==> config.mk <==
export PLATFORM = sky130hd
export DESIGN_NAME = positional_list_engine_core
export DESIGN_NICKNAME = d
export VERILOG_FILES = /design/src/rtl/plc_pkg.sv /design/src/rtl/positional_list_engine_core.sv /design/src/rtl/plc_cell.sv
export SDC_FILE = /design/constraint.sdc
export NUM_CORES = 2
export LEC_CHECK = 0
export BUFFER_PORTS_ARGS = -buffer_cell sky130_fd_sc_hd__buf_2
export CAP_MARGIN = 25
export CELL_PAD_IN_SITES_DETAIL_PLACEMENT = 1
export CELL_PAD_IN_SITES_GLOBAL_PLACEMENT = 1
export CORE_UTILIZATION = 40
export DETAILED_ROUTE_END_ITERATION = 16
export MAX_ROUTING_LAYER = met4
export PLACE_DENSITY = 0.72
export SETUP_SLACK_MARGIN = 0.1
export SLEW_MARGIN = 30
export SYNTH_ARGS = -nofsm -noshare
export SYNTH_HDL_FRONTEND = slang
export SYNTH_SLANG_ARGS = --single-unit
==> constraint.sdc <==
create_clock -name clk -period 22.8 [get_ports clk]
set_input_delay 1.14 -clock clk [delete_from_list [all_inputs] [get_ports clk]]
set_output_delay 1.14 -clock clk [all_outputs]
set_load 0.02 [all_outputs]
==> src/rtl/plc_pkg.sv <==
// Shared types and codes for the positional list engine.
package plc_pkg;

  // Cell index width; covers every cell position and a count of 64
  localparam int IDX_W = 7;
  localparam int ELEM_W = 32;

  typedef enum logic [1:0] {
    REQ_REMOVE = 2'd0,
    REQ_INSERT = 2'd1,
    REQ_DUMP   = 2'd2,
    REQ_NONE   = 2'd3
  } req_t;

  typedef enum logic [1:0] {
    ST_OK     = 2'd0,
    ST_BADPOS = 2'd1,
    ST_FULL   = 2'd2,
    ST_EMPTY  = 2'd3
  } status_t;

  typedef enum logic [2:0] {
    CELL_HOLD,
    CELL_INS,
    CELL_REM,
    CELL_SNAP,
    CELL_SHIFT
  } cell_op_t;

  // Command broadcast to every cell of the chain
  typedef struct packed {
    cell_op_t         op;
    logic [IDX_W-1:0] lo;
    logic [IDX_W-1:0] hi;
  } cell_cmd_t;

  typedef enum logic {
    FSM_IDLE,
    FSM_DUMP
  } fsm_t;

endpackage

==> src/rtl/positional_list_engine_core.sv <==
// Top level of the positional list engine: control and the chain of cells.
//
// Usage:
//   Input channel (in_valid / in_stall) carries one request word: req_type,
//   position and value. Result channel (out_valid / out_stall) carries
//   status, element, entry_count and last.
//   The list is held in a row of CAPACITY cells with the tail always in the
//   top cell. Insert and remove move every affected cell in parallel in the
//   accepting cycle; the single result word is registered and shows on the
//   next cycle. A request is thus accepted, then its result is handed off
//   before the next request is taken.
//   A dump of N elements snapshots the cells into a read-out lane, then the
//   lane shifts one cell per cycle toward the top cell, one result word per
//   cycle while the receiver does not stall, tail first: the top lane cell is
//   registered into the result word. The request channel stalls while a
//   request is in progress or a result word waits.
//   Reset (rst_n low, synchronous) empties the list and drops any result.
//   A stalled result word holds steady; a dump pauses until it is taken.
module positional_list_engine_core import plc_pkg::*; #(
  parameter int CAPACITY   = 32,
  parameter int DATA_WIDTH = 32
) (
  input  logic               clk,
  input  logic               rst_n,
  input  logic               in_valid,
  output logic               in_stall,
  input  logic [1:0]         in_req_type,
  input  logic [5:0]         in_position,
  input  logic signed [31:0] in_value,
  output logic               out_valid,
  input  logic               out_stall,
  output logic [1:0]         out_status,
  output logic signed [31:0] out_element,
  output logic [6:0]         out_entry_count,
  output logic               out_last
);

  localparam int CNT_W = $clog2(CAPACITY + 1);
  localparam logic [IDX_W-1:0] CAP_I = IDX_W'(CAPACITY);

  fsm_t state_r, state_nxt;
  logic [CNT_W-1:0] cnt_r, cnt_nxt;
  logic [CNT_W-1:0] rem_r, rem_nxt;
  logic out_valid_r, out_valid_nxt;
  logic [1:0] out_status_r, out_status_nxt;
  logic [ELEM_W-1:0] out_element_r, out_element_nxt;
  logic out_last_r, out_last_nxt;
  logic out_load;

  cell_cmd_t cmd;
  logic in_acc, out_free;
  logic [IDX_W-1:0] cnt_i, pos_i, base_i;
  logic [DATA_WIDTH-1:0] store_val;
  logic [ELEM_W-1:0] lane_elem;

  logic [DATA_WIDTH-1:0] words [CAPACITY];
  logic [DATA_WIDTH-1:0] lanes [CAPACITY];

  assign in_acc   = in_valid && !in_stall;
  assign out_free = !out_valid_r || !out_stall;
  assign in_stall = (state_r != FSM_IDLE) || out_valid_r;

  assign cnt_i  = IDX_W'(cnt_r);
  assign pos_i  = IDX_W'(in_position);
  assign base_i = CAP_I - cnt_i;

  // Width conversion into and out of the cells
  generate
    if (DATA_WIDTH <= ELEM_W) begin : g_st_narrow
      assign store_val = in_value[DATA_WIDTH-1:0];
    end else begin : g_st_wide
      assign store_val = {{(DATA_WIDTH-ELEM_W){in_value[ELEM_W-1]}}, in_value};
    end
    if (DATA_WIDTH >= ELEM_W) begin : g_rd_wide
      assign lane_elem = lanes[CAPACITY-1][ELEM_W-1:0];
    end else begin : g_rd_narrow
      assign lane_elem = {{(ELEM_W-DATA_WIDTH){lanes[CAPACITY-1][DATA_WIDTH-1]}},
                          lanes[CAPACITY-1]};
    end
  endgenerate

  // Next state
  always_comb begin
    state_nxt = state_r;
    case (state_r)
      FSM_IDLE: begin
        if (in_acc && req_t'(in_req_type) == REQ_DUMP && cnt_r != '0) begin
          state_nxt = FSM_DUMP;
        end
      end
      FSM_DUMP: begin
        if (out_free && rem_r == CNT_W'(1)) state_nxt = FSM_IDLE;
      end
      default: state_nxt = FSM_IDLE;
    endcase
  end

  // Cell commands, count and result word
  always_comb begin
    cmd             = '{op: CELL_HOLD, lo: '0, hi: '0};
    cnt_nxt         = cnt_r;
    rem_nxt         = rem_r;
    out_load        = 1'b0;
    out_status_nxt  = out_status_r;
    out_element_nxt = out_element_r;
    out_last_nxt    = out_last_r;
    case (state_r)
      FSM_IDLE: begin
        if (in_acc) begin
          out_load        = 1'b1;
          out_status_nxt  = ST_OK;
          out_element_nxt = '0;
          out_last_nxt    = 1'b1;
          case (req_t'(in_req_type))
            REQ_REMOVE: begin
              if (cnt_r == '0) begin
                out_status_nxt = ST_EMPTY;
              end else if (pos_i >= cnt_i) begin
                out_status_nxt = ST_BADPOS;
              end else begin
                cmd     = '{op: CELL_REM, lo: base_i, hi: base_i + pos_i};
                cnt_nxt = cnt_r - CNT_W'(1);
              end
            end
            REQ_INSERT: begin
              if (pos_i > cnt_i) begin
                out_status_nxt = ST_BADPOS;
              end else if (cnt_i >= CAP_I) begin
                out_status_nxt = ST_FULL;
              end else begin
                cmd = '{op: CELL_INS, lo: base_i - IDX_W'(1),
                        hi: base_i - IDX_W'(1) + pos_i};
                cnt_nxt = cnt_r + CNT_W'(1);
              end
            end
            REQ_DUMP: begin
              if (cnt_r == '0) begin
                out_status_nxt = ST_EMPTY;
              end else begin
                // First word comes from the lane on the following cycles
                out_load = 1'b0;
                cmd.op   = CELL_SNAP;
                rem_nxt  = cnt_r;
              end
            end
            default: ;
          endcase
        end
      end
      FSM_DUMP: begin
        if (out_free) begin
          out_load        = 1'b1;
          out_status_nxt  = ST_OK;
          out_element_nxt = lane_elem;
          out_last_nxt    = (rem_r == CNT_W'(1));
          cmd.op          = CELL_SHIFT;
          rem_nxt         = rem_r - CNT_W'(1);
        end
      end
      default: ;
    endcase
  end

  always_comb begin
    if (out_load) out_valid_nxt = 1'b1;
    else if (!out_stall) out_valid_nxt = 1'b0;
    else out_valid_nxt = out_valid_r;
  end

  // Control registers
  always_ff @(posedge clk) begin
    if (!rst_n) begin
      state_r     <= FSM_IDLE;
      cnt_r       <= '0;
      rem_r       <= '0;
      out_valid_r <= 1'b0;
    end else begin
      state_r     <= state_nxt;
      cnt_r       <= cnt_nxt;
      rem_r       <= rem_nxt;
      out_valid_r <= out_valid_nxt;
    end
  end

  // Result payload
  always_ff @(posedge clk) begin
    if (out_load) begin
      out_status_r  <= out_status_nxt;
      out_element_r <= out_element_nxt;
      out_last_r    <= out_last_nxt;
    end
  end

  // Chain of cells
  genvar gi;
  generate
    for (gi = 0; gi < CAPACITY; gi++) begin : g_cell
      logic [DATA_WIDTH-1:0] up_w, dn_w, dn_l;
      if (gi == CAPACITY - 1) begin : g_top
        assign up_w = '0;
      end else begin : g_mid
        assign up_w = words[gi+1];
      end
      if (gi == 0) begin : g_bot
        assign dn_w = '0;
        assign dn_l = '0;
      end else begin : g_up
        assign dn_w = words[gi-1];
        assign dn_l = lanes[gi-1];
      end
      plc_cell #(
        .DATA_WIDTH(DATA_WIDTH),
        .IDX       (gi)
      ) u_cell (
        .clk    (clk),
        .cmd    (cmd),
        .value  (store_val),
        .up_word(up_w),
        .dn_word(dn_w),
        .dn_lane(dn_l),
        .word_o (words[gi]),
        .lane_o (lanes[gi])
      );
    end
  endgenerate

  assign out_valid       = out_valid_r;
  assign out_status      = out_status_r;
  assign out_element     = out_element_r;
  assign out_entry_count = 7'(cnt_r);
  assign out_last        = out_last_r;

endmodule

==> src/rtl/plc_cell.sv <==
// One list cell: a stored word and a read-out lane word.
module plc_cell import plc_pkg::*; #(
  parameter int DATA_WIDTH = 32,
  parameter int IDX        = 0
) (
  input  logic                  clk,
  input  cell_cmd_t             cmd,
  input  logic [DATA_WIDTH-1:0] value,
  input  logic [DATA_WIDTH-1:0] up_word,
  input  logic [DATA_WIDTH-1:0] dn_word,
  input  logic [DATA_WIDTH-1:0] dn_lane,
  output logic [DATA_WIDTH-1:0] word_o,
  output logic [DATA_WIDTH-1:0] lane_o
);

  localparam logic [IDX_W-1:0] POS = IDX_W'(IDX);

  logic [DATA_WIDTH-1:0] word_r, word_nxt;
  logic [DATA_WIDTH-1:0] lane_r, lane_nxt;

  // List is top aligned: insert moves lower cells down, remove moves them up
  always_comb begin
    word_nxt = word_r;
    lane_nxt = lane_r;
    case (cmd.op)
      CELL_INS: begin
        if (POS >= cmd.lo && POS < cmd.hi) word_nxt = up_word;
        else if (POS == cmd.hi) word_nxt = value;
      end
      CELL_REM: begin
        if (POS >= cmd.lo && POS <= cmd.hi) word_nxt = dn_word;
      end
      CELL_SNAP:  lane_nxt = word_r;
      CELL_SHIFT: lane_nxt = dn_lane;
      default: ;
    endcase
  end

  always_ff @(posedge clk) begin
    word_r <= word_nxt;
    lane_r <= lane_nxt;
  end

  assign word_o = word_r;
  assign lane_o = lane_r;

endmodule

==> impl_metrics.env <==
export IMPL_ctsLongestPathBuffers=3
export IMPL_final_critical_path_setup_slack_ns=15.22
export IMPL_fin_crit_share=0.332
export IMPL_number_of_design_rule_violations_left_after_detail_routing=0
export IMPL_core_region_sq_um=246000
export IMPL_vias_in_the_first_global_route=67269
export IMPL_worst_ir_drop_vdd_v=0.0000839
export IMPL_wl_per_cell_um=28.0
export IMPL_finalInstanceArea_sq_um=110000
export IMPL_nNetsFinal=7360
export IMPL_timing_final_hold_violations=0
export IMPL_setup_violations=0
export IMPL_min_path_cells=1
export IMPL_slowest_stage="sky130_fd_sc_hd__buf_4"
export IMPL_top_level_ports=88
export IMPL_holdBufCountCts=0
export IMPL_buffer_ports_inserted=86
export IMPL_dieWidth_um=499
export IMPL_clock_tree_root_cell="sky130_fd_sc_hd__clkbuf_16"
export IMPL_number_of_antenna_violations_at_the_first_check_in_global_routing=6
export IMPL_grt_overflow_total=0
export IMPL_clkLatencyLatePin_ns=0.86
export IMPL_worstSetupEndpointType="flip-flop"
export IMPL_dieArea_sq_um=249000
export IMPL_cts_post_setup_buffers_inserted=0
export IMPL_mappedNetlistArea_sq_um=98900
export IMPL_synth_seq_area_share=0.635
export IMPL_die_h_um=499
export IMPL_detailed_place_area_sq_um=103000
export IMPL_cpPeakStageDelay_ns=0.85
export IMPL_crit_type="reg2reg"
export IMPL_clock_sinks=2097
export IMPL_timing_setup_tns_ns=0
export IMPL_route_detailed_vias_per_inst=6.02
export IMPL_timing_final_max_slew_violations=0
export IMPL_setup_ws_pre_cts_ns=14.15
export IMPL_finalWirelength_um=299000
export IMPL_yosysWarningCount=0
export IMPL_required_ns=23.34
export IMPL_whs_endpoint="g_cell[19].u_cell.lane_o[7]"
export IMPL_routabilityCongestion=0.881
export IMPL_leakage_nw=34.9
export IMPL_reg2reg_slack_ns=15.22
export IMPL_yosysUniqueCellTypes=97
export IMPL_power_per_cell_area_nw_per_um2=76.4
export IMPL_syn_inst=7442
export IMPL_post_route_cells_drive_above_1_share=0.221
export IMPL_period_needed_ns=7.58
export IMPL_total_routing_usage_gr=0.243
export IMPL_clkSlewWorstSetupHoldPaths_ns=0.06
export IMPL_synth_enable_flop_cells=2083
export IMPL_mappedNetlistNets=7515
export IMPL_synthToLayoutAreaGrowth_pct=11.0
export IMPL_worst_path_max_fanout=100
export IMPL_cts_inserted_buffers=220
export IMPL_worst_ep_arrival_time_ns=8.12
export IMPL_firstDrtPassIters=6
export IMPL_setup_repair_after_global_routing_missed_its_margin="no"
export IMPL_number_of_cell_rows=182
export IMPL_grt_first_pass_wirelength_um=449000
export IMPL_hpwlAfterDp_um=182000
export IMPL_worst_slew_pin_slew_ns=1.08
export IMPL_startpoint_type="flip-flop"
export IMPL_run_status="finished, final reports clean"
export IMPL_instances_no_fill=10686
export IMPL_cts_repair_resize_count=0
export IMPL_cp_common_cell="sky130_fd_sc_hd__buf_4"
export IMPL_detailroute_via_count=64279
export IMPL_cts_max_level=4
export IMPL_placed_cells_incl_taps=10278
export IMPL_synthesis_area_per_instance_sq_um=13.3
export IMPL_hold_path_startpoint="g_cell[18].u_cell.lane_o[7]"
export IMPL_worstPathCellList="inv_1 > ha_1 > a211oi_1 > nor2_1 > a2111oi_4 > nand2_1 > nor2_4 > buf_16 > buf_6 > buf_4 > buf_4 > buf_4 > buf_6 > o21ai_0"
export IMPL_initial_core_util=0.402
export IMPL_share_of_async_settable_or_async_resettable_flops_after_synthesis=0
export IMPL_max_cap_violations=0
export IMPL_maximum_number_of_pins_on_one_net_before_global_route_repair=223
export IMPL_min_path_type="reg2reg"
export IMPL_tritoncts_clock_tree="built"
export IMPL_dr_first_iter_drc_count=6429
export IMPL_reg2reg_depth=14
export IMPL_ys_ff_latch=2097
export IMPL_final_antenna_net_count=0
export IMPL_reg2reg_from="cnt_r[3]"
export IMPL_timing_critical_path_from="cnt_r[3]"
export IMPL_slew_headroom=0.280
export IMPL_synth_top_flop_cell="sky130_fd_sc_hd__edfxtp_1"
export IMPL_worst_clock_skew_ns=0.0606
export IMPL_worst_r2r_endpoint="g_cell[3].u_cell.word_o[12]"
export IMPL_fmaxAchievable_mhz=132
==> per-stage QoR <==
| stage | power (mW) | utilization | hold slack (ns) |
|---|---|---|---|
| after floorplan | 4.82 | - | 0.477 |
| after global routing | 8.61 | 0.446 | 0.510 |
| after global placement | 4.98 | 0.418 | 0.518 |
| final | 8.39 | 0.446 | 0.497 |
| after detailed placement | 5.00 | 0.418 | 0.518 |
| after CTS | 8.44 | 0.445 | 0.491 |
==> registers in the layout, summed over array words and instances (netlist names) <==
name,cells
out_status,2
out_valid,1
rem_r,6
state_r,1
g_cell.u_cell.lane_o,1024
cnt_r,6
out_element,32
out_last,1
g_cell.u_cell.word_o,1024
==> routing by layer <==
layer	vias to the layer above	global-route usage	wire length, um
met2	2139	0.377	139000
li1	28002	-	-
met5	-	-	0
met3	351	0.0311	18400
met1	33787	0.335	133000
met4	0	0.0660	7960
==> cells in the final DEF, fill, tap and decap left out, types with 7 or more instances in the layout <==
master / instances
sky130_fd_sc_hd__a211oi_4: 7
sky130_fd_sc_hd__ha_1: 26
sky130_fd_sc_hd__a31oi_1: 117
sky130_fd_sc_hd__clkinv_1: 62
sky130_fd_sc_hd__nor2b_1: 45
sky130_fd_sc_hd__edfxtp_1: 2083
sky130_fd_sc_hd__o21ai_0: 221
sky130_fd_sc_hd__mux2i_1: 527
sky130_fd_sc_hd__o21ai_4: 7
sky130_fd_sc_hd__dfxtp_1: 14
sky130_fd_sc_hd__mux2_2: 993
sky130_fd_sc_hd__bufinv_16: 11
sky130_fd_sc_hd__or2_2: 7
sky130_fd_sc_hd__inv_1: 30
sky130_fd_sc_hd__clkbuf_16: 223
sky130_fd_sc_hd__buf_4: 150
sky130_fd_sc_hd__xnor2_1: 10
sky130_fd_sc_hd__a21oi_1: 235
sky130_fd_sc_hd__a22o_1: 33
sky130_fd_sc_hd__clkbuf_1: 57
sky130_fd_sc_hd__nand4_1: 63
sky130_fd_sc_hd__o211ai_1: 363
sky130_fd_sc_hd__nor2_1: 314
sky130_fd_sc_hd__nor3_1: 9
sky130_fd_sc_hd__a21oi_4: 9
sky130_fd_sc_hd__buf_2: 86
sky130_fd_sc_hd__nand2b_1: 8
sky130_fd_sc_hd__nand3_1: 321
sky130_fd_sc_hd__buf_12: 9
sky130_fd_sc_hd__and2_1: 45
sky130_fd_sc_hd__nand2_1: 869
sky130_fd_sc_hd__o21ai_1: 256
sky130_fd_sc_hd__clkinv_2: 25
sky130_fd_sc_hd__buf_6: 13
sky130_fd_sc_hd__a21o_1: 7
==> cells in the mapped netlist, types with 11 or more instances <==
| master | number | area share |
|---|---|---|
| sky130_fd_sc_hd__a211oi_1 | 11 | 0.00083 |
| sky130_fd_sc_hd__a21oi_1 | 243 | 0.012 |
| sky130_fd_sc_hd__a22o_1 | 33 | 0.0029 |
| sky130_fd_sc_hd__a31oi_1 | 120 | 0.0076 |
| sky130_fd_sc_hd__and2_1 | 45 | 0.0028 |
| sky130_fd_sc_hd__buf_1 | 23 | 0.00087 |
| sky130_fd_sc_hd__buf_2 | 78 | 0.0039 |
| sky130_fd_sc_hd__buf_4 | 39 | 0.0030 |
| sky130_fd_sc_hd__clkbuf_1 | 493 | 0.019 |
| sky130_fd_sc_hd__dfxtp_1 | 14 | 0.0028 |
| sky130_fd_sc_hd__edfxtp_1 | 2083 | 0.63 |
| sky130_fd_sc_hd__ha_1 | 26 | 0.0033 |
| sky130_fd_sc_hd__inv_1 | 31 | 0.0012 |
| sky130_fd_sc_hd__mux2_2 | 993 | 0.11 |
| sky130_fd_sc_hd__mux2i_1 | 527 | 0.053 |
| sky130_fd_sc_hd__nand2_1 | 872 | 0.033 |
| sky130_fd_sc_hd__nand3_1 | 322 | 0.016 |
| sky130_fd_sc_hd__nand4_1 | 63 | 0.0040 |
| sky130_fd_sc_hd__nor2_1 | 321 | 0.012 |
| sky130_fd_sc_hd__nor2b_1 | 46 | 0.0029 |
| sky130_fd_sc_hd__o211ai_1 | 363 | 0.028 |
| sky130_fd_sc_hd__o21ai_0 | 228 | 0.012 |
| sky130_fd_sc_hd__o21ai_1 | 257 | 0.013 |
==> power by group <==
part | internal, mW | total, mW | switching, mW
Sequential | 4.34 | 4.38 | 0.0399
Clock | 1.92 | 3.45 | 1.54
Combinational | 0.184 | 0.556 | 0.372
Total | 6.44 | 8.39 | 1.95
==> worst max path at each step <==
stage                                        to  slack [ns]  cells after the start
floorplan            g_cell[0].u_cell.lane_o[0]        4.19                      9
global placement     g_cell[3].u_cell.word_o[9]       14.29                     14
detailed placement   g_cell[3].u_cell.word_o[9]       14.15                     14
CTS                 g_cell[3].u_cell.word_o[10]       14.49                     13
global route        g_cell[3].u_cell.word_o[10]       14.85                     14
finish              g_cell[3].u_cell.word_o[12]       15.22                     14
==> critical path: cells and delay by family (launching register included) <==
kind | cells | cell delay [ns]
AOI/OAI and AO/OA | 3 | 1.03
DFF | 1 | 0.70
and+or+nand+nor | 3 | 0.85
adders and majority gates | 1 | 0.37
buffers and inverters | 7 | 4.06
==> kinds of logic (layout without fill, tap and decap cells) <==
group / count (synthesis) / in the layout / share of synthesized area
flops: 2097 / 2097 / 0.635
fa+ha+maj: 29 / 29 / 0.00390
mux: 1520 / 1520 / 0.166
other cells: 1 / 3 / 0.0000379
compound gates: 1376 / 1376 / 0.0886
xor+xnor: 16 / 16 / 0.00142
buf+inv: 673 / 695 / 0.0287
simple gates: 1730 / 1730 / 0.0758
==> cell type report <==
cell class	count	area, sq um
Fill cell	24784	136000
Sequential cell	2097	62800
Multi-Input combinational cell	4672	33900
Clock buffer	280	5790
Tap cell	3220	4030
Timing Repair Buffer	265	2060
Clock inverter	119	1000
Inverter	31	120
Antenna cell	2	5.00
(Power assumes the default switching activity.)
